**src/pica_pkg.sv**
```systemverilog
// ----------------------------------------------------------------------------
// pica_pkg: shared types and constants of the PI controller
// Register indexes, reset values, datapath widths and the configuration
// struct used by the register file and the top level.
// ----------------------------------------------------------------------------
`default_nettype none

package pica_pkg;

	// Fixed-point scale of the output limits
	localparam int SCALE_SHIFT = 11;

	// Field widths
	localparam int TEMP_W  = 12;
	localparam int ERR_W   = TEMP_W + 1;
	localparam int GAIN_W  = 16;
	localparam int LEVEL_W = 8;
	localparam int MODE_W  = 3;
	localparam int ACC_W   = 32;
	localparam int PROD_W  = GAIN_W + 1 + ERR_W;
	localparam int PSHIFT  = 2;

	// Configuration port
	localparam int CFG_ADDR_W = 3;
	localparam int CFG_DATA_W = 16;

	// Stream widths
	localparam int IN_TDATA_W  = 16;
	localparam int OUT_TDATA_W = 8;

	// Highest run mode that selects closed-loop control
	localparam logic [MODE_W-1:0] RUN_MODE_CLOSED_MAX = 3'd6;

	// Register indexes
	typedef enum logic [CFG_ADDR_W-1:0] {
		REG_RUN_MODE     = 3'd0,
		REG_SETPOINT     = 3'd1,
		REG_PROP_GAIN    = 3'd2,
		REG_INTEG_GAIN   = 3'd3,
		REG_OUT_HIGH     = 3'd4,
		REG_OUT_LOW      = 3'd5,
		REG_MANUAL_DRIVE = 3'd6
	} reg_idx_t;

	// Reset values
	localparam logic [MODE_W-1:0]         RST_RUN_MODE = 3'd6;
	localparam logic signed [TEMP_W-1:0]  RST_SETPOINT = 12'sd200;
	localparam logic [LEVEL_W-1:0]        RST_OUT_HIGH = 8'd100;

	typedef struct packed {
		logic [MODE_W-1:0]        run_mode;
		logic signed [TEMP_W-1:0] setpoint;
		logic [GAIN_W-1:0]        prop_gain;
		logic [GAIN_W-1:0]        integ_gain;
		logic [LEVEL_W-1:0]       out_high;
		logic [LEVEL_W-1:0]       out_low;
		logic [LEVEL_W-1:0]       manual_drive;
	} cfg_t;

endpackage

`default_nettype wire

```
**src/pica_cfg_regs.sv**
```systemverilog
// ----------------------------------------------------------------------------
// pica_cfg_regs: configuration register file
// Write-only registers loaded by index; values are presented as one struct.
// ----------------------------------------------------------------------------
`default_nettype none

module pica_cfg_regs (
	input  wire logic                               clk,
	input  wire logic                               arst_n,
	input  wire logic                               cfg_we,
	input  wire logic [pica_pkg::CFG_ADDR_W-1:0]    cfg_addr,
	input  wire logic [pica_pkg::CFG_DATA_W-1:0]    cfg_wdata,
	output pica_pkg::cfg_t                          cfg
);

	pica_pkg::cfg_t cfg_q;

	// Load the addressed register, drop writes to unused indexes
	always_ff @(posedge clk or negedge arst_n) begin
		if (!arst_n) begin
			cfg_q.run_mode     <= pica_pkg::RST_RUN_MODE;
			cfg_q.setpoint     <= pica_pkg::RST_SETPOINT;
			cfg_q.prop_gain    <= '0;
			cfg_q.integ_gain   <= '0;
			cfg_q.out_high     <= pica_pkg::RST_OUT_HIGH;
			cfg_q.out_low      <= '0;
			cfg_q.manual_drive <= '0;
		end else if (cfg_we) begin
			case (cfg_addr)
				pica_pkg::REG_RUN_MODE:     cfg_q.run_mode     <= cfg_wdata[pica_pkg::MODE_W-1:0];
				pica_pkg::REG_SETPOINT:     cfg_q.setpoint     <= cfg_wdata[pica_pkg::TEMP_W-1:0];
				pica_pkg::REG_PROP_GAIN:    cfg_q.prop_gain    <= cfg_wdata[pica_pkg::GAIN_W-1:0];
				pica_pkg::REG_INTEG_GAIN:   cfg_q.integ_gain   <= cfg_wdata[pica_pkg::GAIN_W-1:0];
				pica_pkg::REG_OUT_HIGH:     cfg_q.out_high     <= cfg_wdata[pica_pkg::LEVEL_W-1:0];
				pica_pkg::REG_OUT_LOW:      cfg_q.out_low      <= cfg_wdata[pica_pkg::LEVEL_W-1:0];
				pica_pkg::REG_MANUAL_DRIVE: cfg_q.manual_drive <= cfg_wdata[pica_pkg::LEVEL_W-1:0];
				default: begin
				end
			endcase
		end
	end

	assign cfg = cfg_q;

endmodule

`default_nettype wire

```
**src/pi_controller_antiwindup.sv**
```systemverilog
// ----------------------------------------------------------------------------
// pi_controller_antiwindup: PI temperature controller with back-calculation
// Closed-loop PI control with output clamping and integral correction by the
// clamped amount; manual drive when the run mode selects it.
//
//  channel   direction  handshake          payload
//  s_*       in         s_tvalid/s_tready  s_tdata[11:0] measured_temp
//  m_*       out        m_tvalid/m_tready  m_tdata[7:0]  drive_level
//  cfg_*     in         cfg_we             cfg_addr index, cfg_wdata value
//
//  One transaction is accepted per cycle unless m_tready stalls the pipeline; a
//  result passes the error, products and pre-add registers, then the integral
//  update together with the result register, before it is valid on m_*.
//  The integral update is a registered feedback loop on integ_q in the last stage.
//  Each stage holds when the stage after it is full and not draining, so a
//  stalled output backs up the pipeline one stage at a time.
//  Reset clears the integral, the stage valids and loads register defaults.
// ----------------------------------------------------------------------------
`default_nettype none

module pi_controller_antiwindup (
	input  wire logic                                clk,
	input  wire logic                                arst_n,
	// Input stream
	input  wire logic                                s_tvalid,
	output logic                                     s_tready,
	input  wire logic [pica_pkg::IN_TDATA_W-1:0]     s_tdata,  // [11:0] measured_temp
	// Output stream
	output logic                                     m_tvalid,
	input  wire logic                                m_tready,
	output logic [pica_pkg::OUT_TDATA_W-1:0]         m_tdata,  // [7:0] drive_level
	// Configuration
	input  wire logic                                cfg_we,
	input  wire logic [pica_pkg::CFG_ADDR_W-1:0]     cfg_addr,
	input  wire logic [pica_pkg::CFG_DATA_W-1:0]     cfg_wdata
);

	localparam int ACC_W = pica_pkg::ACC_W;

	pica_pkg::cfg_t cfg;

	pica_cfg_regs u_cfg (
		.clk       (clk),
		.arst_n    (arst_n),
		.cfg_we    (cfg_we),
		.cfg_addr  (cfg_addr),
		.cfg_wdata (cfg_wdata),
		.cfg       (cfg)
	);

	// Stage registers
	logic                                  v_s1, v_s2, v_s3, out_valid_q;
	logic signed [pica_pkg::ERR_W-1:0]     err_s1;
	logic signed [pica_pkg::PROD_W-1:0]    ip_s2, pp_s2;
	logic [ACC_W-1:0]                      ip_s3, ipp_s3, hi_m_s3, lo_m_s3;
	logic [ACC_W-1:0]                      integ_q;
	logic [pica_pkg::LEVEL_W-1:0]          level_q;

	// Stage enables
	logic en_s1, en_s2, en_s3, en_out;

	assign en_out   = !out_valid_q || m_tready;
	assign en_s3    = !v_s3 || en_out;
	assign en_s2    = !v_s2 || en_s3;
	assign en_s1    = !v_s1 || en_s2;
	assign s_tready = en_s1;

	// Error term
	logic signed [pica_pkg::ERR_W-1:0] err_d;
	assign err_d = $signed(cfg.setpoint) - $signed(s_tdata[pica_pkg::TEMP_W-1:0]);

	// Gain products
	logic signed [pica_pkg::PROD_W-1:0] ip_d, pp_d;
	assign ip_d = $signed({1'b0, cfg.integ_gain}) * err_s1;
	assign pp_d = $signed({1'b0, cfg.prop_gain}) * err_s1;

	// Scaled limits and pre-added terms
	logic [ACC_W-1:0] hi_lim, lo_lim, ip_ext, pp_sh;
	assign hi_lim = ACC_W'(cfg.out_high) << pica_pkg::SCALE_SHIFT;
	assign lo_lim = ACC_W'(cfg.out_low) << pica_pkg::SCALE_SHIFT;
	assign ip_ext = ACC_W'(ip_s2);
	assign pp_sh  = ACC_W'(pp_s2) << pica_pkg::PSHIFT;

	// Integral update and clamp
	logic [ACC_W-1:0] acc_sum, out_sum, clamp_hi, out_final, integ_d;
	logic             over_hi, under_lo, closed_loop;
	always_comb begin
		acc_sum   = integ_q + ip_s3;
		out_sum   = integ_q + ipp_s3;
		over_hi   = $signed(out_sum) > $signed(hi_lim);
		clamp_hi  = over_hi ? hi_lim : out_sum;
		under_lo  = $signed(clamp_hi) < $signed(lo_lim);
		out_final = under_lo ? lo_lim : clamp_hi;
		if (under_lo) begin
			integ_d = lo_m_s3;
		end else if (over_hi) begin
			integ_d = hi_m_s3;
		end else begin
			integ_d = acc_sum;
		end
	end

	assign closed_loop = cfg.run_mode <= pica_pkg::RUN_MODE_CLOSED_MAX;

	// Advance stage valids
	always_ff @(posedge clk or negedge arst_n) begin
		if (!arst_n) begin
			v_s1        <= 1'b0;
			v_s2        <= 1'b0;
			v_s3        <= 1'b0;
			out_valid_q <= 1'b0;
		end else begin
			if (en_s1)  v_s1        <= s_tvalid;
			if (en_s2)  v_s2        <= v_s1;
			if (en_s3)  v_s3        <= v_s2;
			if (en_out) out_valid_q <= v_s3;
		end
	end

	// Hold the integral except when an item leaves the last stage in closed-loop mode
	always_ff @(posedge clk or negedge arst_n) begin
		if (!arst_n) begin
			integ_q <= '0;
		end else if (v_s3 && en_out && closed_loop) begin
			integ_q <= integ_d;
		end
	end

	// Payload stages
	always_ff @(posedge clk) begin
		if (en_s1) err_s1 <= err_d;
		if (en_s2) begin
			ip_s2 <= ip_d;
			pp_s2 <= pp_d;
		end
		if (en_s3) begin
			ip_s3   <= ip_ext;
			ipp_s3  <= ip_ext + pp_sh;
			hi_m_s3 <= hi_lim - pp_sh;
			lo_m_s3 <= lo_lim - pp_sh;
		end
		if (en_out) begin
			level_q <= closed_loop
				? out_final[pica_pkg::SCALE_SHIFT +: pica_pkg::LEVEL_W]
				: cfg.manual_drive;
		end
	end

	assign m_tvalid = out_valid_q;
	assign m_tdata  = level_q;

	// Integral moves only when an item leaves the last stage
	a_integ_hold: assert property (@(posedge clk) disable iff (!arst_n)
		!(v_s3 && en_out) |=> $stable(integ_q))
		else $error("integral changed without an item");

	// Manual mode leaves the integral alone
	a_manual_hold: assert property (@(posedge clk) disable iff (!arst_n)
		(v_s3 && en_out && !closed_loop) |=> $stable(integ_q))
		else $error("integral changed in manual mode");

	// Back-pressure only when every stage is full
	a_full_stall: assert property (@(posedge clk) disable iff (!arst_n)
		!s_tready |-> (v_s1 && v_s2 && v_s3 && out_valid_q))
		else $error("input stalled with an empty stage");

	// Closed-loop result stays within ordered limits
	a_limits: assert property (@(posedge clk) disable iff (!arst_n)
		(v_s3 && en_out && closed_loop && (cfg.out_low <= cfg.out_high))
		|=> ((m_tdata >= cfg.out_low) && (m_tdata <= cfg.out_high)))
		else $error("drive level outside limits");

endmodule

`default_nettype wire
```
**config.mk**
```make
export PLATFORM = sky130hd
export DESIGN_NAME = pi_controller_antiwindup
export DESIGN_NICKNAME = d
export VERILOG_FILES = /design/src/pica_pkg.sv /design/src/pica_cfg_regs.sv /design/src/pi_controller_antiwindup.sv
export SDC_FILE = /design/constraint.sdc
export NUM_CORES = 2
export LEC_CHECK = 0
export BUFFER_PORTS_ARGS = -buffer_cell sky130_fd_sc_hd__buf_2
export CAP_MARGIN = 20
export CORE_MARGIN = 4
export CORE_UTILIZATION = 35
export DETAILED_ROUTE_END_ITERATION = 16
export HOLD_SLACK_MARGIN = 0.05
export PLACE_DENSITY = 0.55
export SYNTH_ARGS = -nofsm -noshare
export SYNTH_HDL_FRONTEND = slang
export SYNTH_SLANG_ARGS = --single-unit
```
**constraint.sdc**
```tcl
create_clock -name clk -period 14.7 [get_ports clk]
set_input_delay 2.205 -clock clk [delete_from_list [all_inputs] [get_ports clk]]
set_output_delay 2.205 -clock clk [all_outputs]
set_load 0.05 [all_outputs]
```
==> results.py <==
metrics = {
    "status": {
        "status": "finished, final reports clean",
    },
    "logic_synthesis": {
        "yosys_warnings": 0,
        "synth_area_mm2": 0.0307,
        "syn-num-nets": 3781,
        "synth_seq_cells": 299,
        "synth_ff_type": "edfxtp_1",
        "yosysSeqAreaShare_pct": 27.5,
        "ys_types": 73,
        "synth-async-reset-ratio_pct": 35.8,
        "avgSynthCellArea_um2": 9.95,
        "synth_edf_count": 192,
        "synthCells": 3091,
    },
    "clock_network": {
        "htreeDepth": 2,
        "clk_latency_ps": 580,
        "clk_pin_slew_ps": 60,
        "cts_setup_buffers": 0,
        "cts-resized-gates": 0,
        "clk_path_buf_depth": 3,
        "cts_buffers": 41,
        "ctsHoldBuffers": 0,
        "cts_tree": "built",
        "root_buffer": "clkbuf_16",
        "cts_sinks": 299,
    },
    "place": {
        "placed_area_mm2": 0.0322,
        "place_congestion": 0.835,
        "hpwl_um": 56700,
        "port_buffers": 45,
    },
    "floorplanning": {
        "fp-row-count": 108,
        "dieWidth_um": 304,
        "die_h_um": 304,
        "die_area_mm2": 0.0927,
        "start_util_pct": 35.3,
        "top_level_ports": 50,
        "core_mm2": 0.0870,
    },
    "setup_path": {
        "cp_max_fo": 20,
        "r2r_slack_ps": 6180,
        "critPathKind": "register to register",
        "reg2reg_to": "integ_q[3]",
        "worstPathRequired_ps": 15160,
        "reg2reg_from": "integ_q[0]",
        "ff2ff_path_depth": 27,
        "endpoint_kind": "register",
        "critPathLaunchType": "register",
        "cp.arrival_ps": 8980,
    },
    "sta": {
        "timing.final.crit_share_pct": 58.0,
        "finalMaxSlewViolations": 0,
        "setup-tns-final_ps": 0,
        "whs_ps": 450,
        "timing.final.hold_violations": 0,
        "slew-limit-headroom_pct": 29.6,
        "worst_pin_slew_ps": 1060,
        "fin_crit_ps": 8520,
        "rsz0062_at_grt": "no",
        "worst_clock_skew_ps": 25.9,
        "finalSetupViolations": 0,
        "max_freq_ghz": 0.117,
    },
    "final_layout": {
        "drive_above_1_share_pct": 7.55,
        "layout_common_cells": "inv_1, nand2_1, ha_1",
        "layout_commonest_cell": "inv_1",
        "utilization_pct": 38.6,
        "finalInstanceArea_mm2": 0.0336,
        "fin_nets": 3782,
        "diodes": 0,
        "synthToLayoutAreaGrowth_pct": 9.25,
    },
    "grt": {
        "track_usage_pct": 15.9,
        "grt.overflow.total": 0,
        "grt_pass1_vias": 22465,
        "grt_pass1_wl_um": 120000,
        "grt_max_degree": 71,
        "antenna_found_initial": 3,
    },
    "detailed_routing": {
        "vias_per_cell": 4.98,
        "detailedRoute.firstIterationViolations": 739,
        "postRouteAntennaNets": 0,
        "wl_per_cell_um": 16.8,
        "firstDrtPassIters": 5,
        "drc": 0,
        "routed-via-count": 21305,
        "finalWirelength_um": 72000,
    },
    "hold_path": {
        "hp-class": "register to register",
        "min_path_cells": 0,
        "holdPathEnd": "ip_s3[12]",
        "min-delay-start": "ip_s2[12]",
    },
    "run": {
        "cap_viol_max_count": 0,
    },
}
[synthesized netlist by cell type (4+ instances only)]
| library cell | instances | area, µm² |
|---|---|---|
| a21o_1 | 48 | 360 |
| inv_1 | 400 | 1500 |
| o21ai_1 | 38 | 190 |
| o311ai_1 | 6 | 52.6 |
| o21a_1 | 26 | 195 |
| a211oi_1 | 12 | 90.1 |
| edfxtp_1 | 192 | 5770 |
| and3_1 | 20 | 125 |
| a21boi_0 | 5 | 37.5 |
| nand3_1 | 50 | 250 |
| o211ai_1 | 17 | 128 |
| clkbuf_1 | 103 | 387 |
| o21bai_1 | 20 | 150 |
| dfstp_2 | 8 | 210 |
| dfrtp_1 | 99 | 2480 |
| or3_1 | 14 | 87.6 |
| buf_4 | 4 | 30.0 |
| o31a_1 | 5 | 43.8 |
| nand4b_1 | 4 | 35.0 |
| fa_1 | 311 | 6230 |
| mux2i_1 | 31 | 310 |
| xnor2_1 | 114 | 998 |
| nand4_1 | 15 | 93.8 |
| a41oi_1 | 6 | 52.6 |
| nand3b_1 | 4 | 30.0 |
| nor4_1 | 7 | 43.8 |
| ha_1 | 339 | 4240 |
| nor2_1 | 104 | 390 |
| a31oi_1 | 14 | 87.6 |
| nor3_1 | 36 | 180 |
| a21oi_1 | 127 | 636 |
| nand2_1 | 398 | 1490 |
| and2_1 | 155 | 970 |
| a211o_1 | 8 | 70.1 |
| nand2b_1 | 52 | 325 |
| nor2b_1 | 23 | 144 |
| xor2_1 | 57 | 499 |
| o21ai_0 | 78 | 390 |
| nor3b_1 | 8 | 60.1 |
| o31ai_1 | 10 | 75.1 |
| mux2_2 | 71 | 800 |
[cells by family (layout without fill, tap and decap cells)]
group                    after synthesis  count (layout)  share of synthesized area, %
flip-flops                           299             299                          27.5
AO/OA/AOI/OAI                        456             456                          9.52
buffers and inverters                511             545                          6.34
multiplexers                         103             103                          3.66
AND/OR/NAND/NOR                      901             901                          14.1
adder cells (fa/ha/maj)              650             650                          34.0
XOR/XNOR                             171             171                          4.87
[through the flow]
stage               setup slack [ps]  instances
floorplan                       8060       3091
global placement                6140       4204
detailed placement              6110       4204
CTS                             6070       4280
global route                    5810       4280
finish                          6180       4280
[registers in the layout, indices dropped and copies added (netlist names), 8 cells and up]
register and flops:
ip_s3 30, ipp_s3 30, m_tdata 8, ip_s2 30, err_s1 13, hi_m_s3 30, lo_m_s3 21, integ_q 32
pp_s2 30, u_cfg.cfg 71
[critical path, cell delays in order (launching register included)]
cell and delay, ps:
dfrtp_1 350, ha_1 210, inv_1 70, fa_1 460
nand2b_1 220, a21o_1 220, a211oi_1 350, o21ai_1 310
o21bai_1 440, xor2_1 170, ha_1 360, nand4b_1 90
or4_1 470, nor3_1 160, nand3_1 130, o41a_1 430
nor4_2 290, a31o_1 810, mux2_2 440, ha_1 290
a21o_1 180, a21oi_1 210, inv_1 90, nor3b_1 400
a2111oi_0 190, a41o_1 520, and3_1 300, a211o_1 220
[worst max path at each step]
stage / start / endpoint / depth (start not counted)
floorplan: integ_q[0] / integ_q[3] / 32
global placement: integ_q[0] / integ_q[3] / 27
detailed placement: integ_q[0] / integ_q[3] / 27
CTS: integ_q[0] / integ_q[3] / 27
global route: integ_q[0] / integ_q[3] / 27
finish: integ_q[0] / integ_q[3] / 27
[layout make-up]
class,count,area (µm²)
multi-input cells,2281,20400
fillers,8692,53400
repair buffers,69,408
flip-flops and latches,299,8450
well taps,1155,1450
inverters,400,1500
clock buffers,56,1180
clock inverters,20,224
[per-layer routing]
layer  wire length, µm  up-vias  track usage [%]
li1                  -    10339                -
met5                 0        -                0
met3              2570      100             2.18
met4              1680        0             3.79
met2             34300      265             27.3
met1             33400    10601             21.2
Power is left out: the tool's default activity adds up to more than one toggle a clock period on the data nets, which glitch-free logic cannot reach.
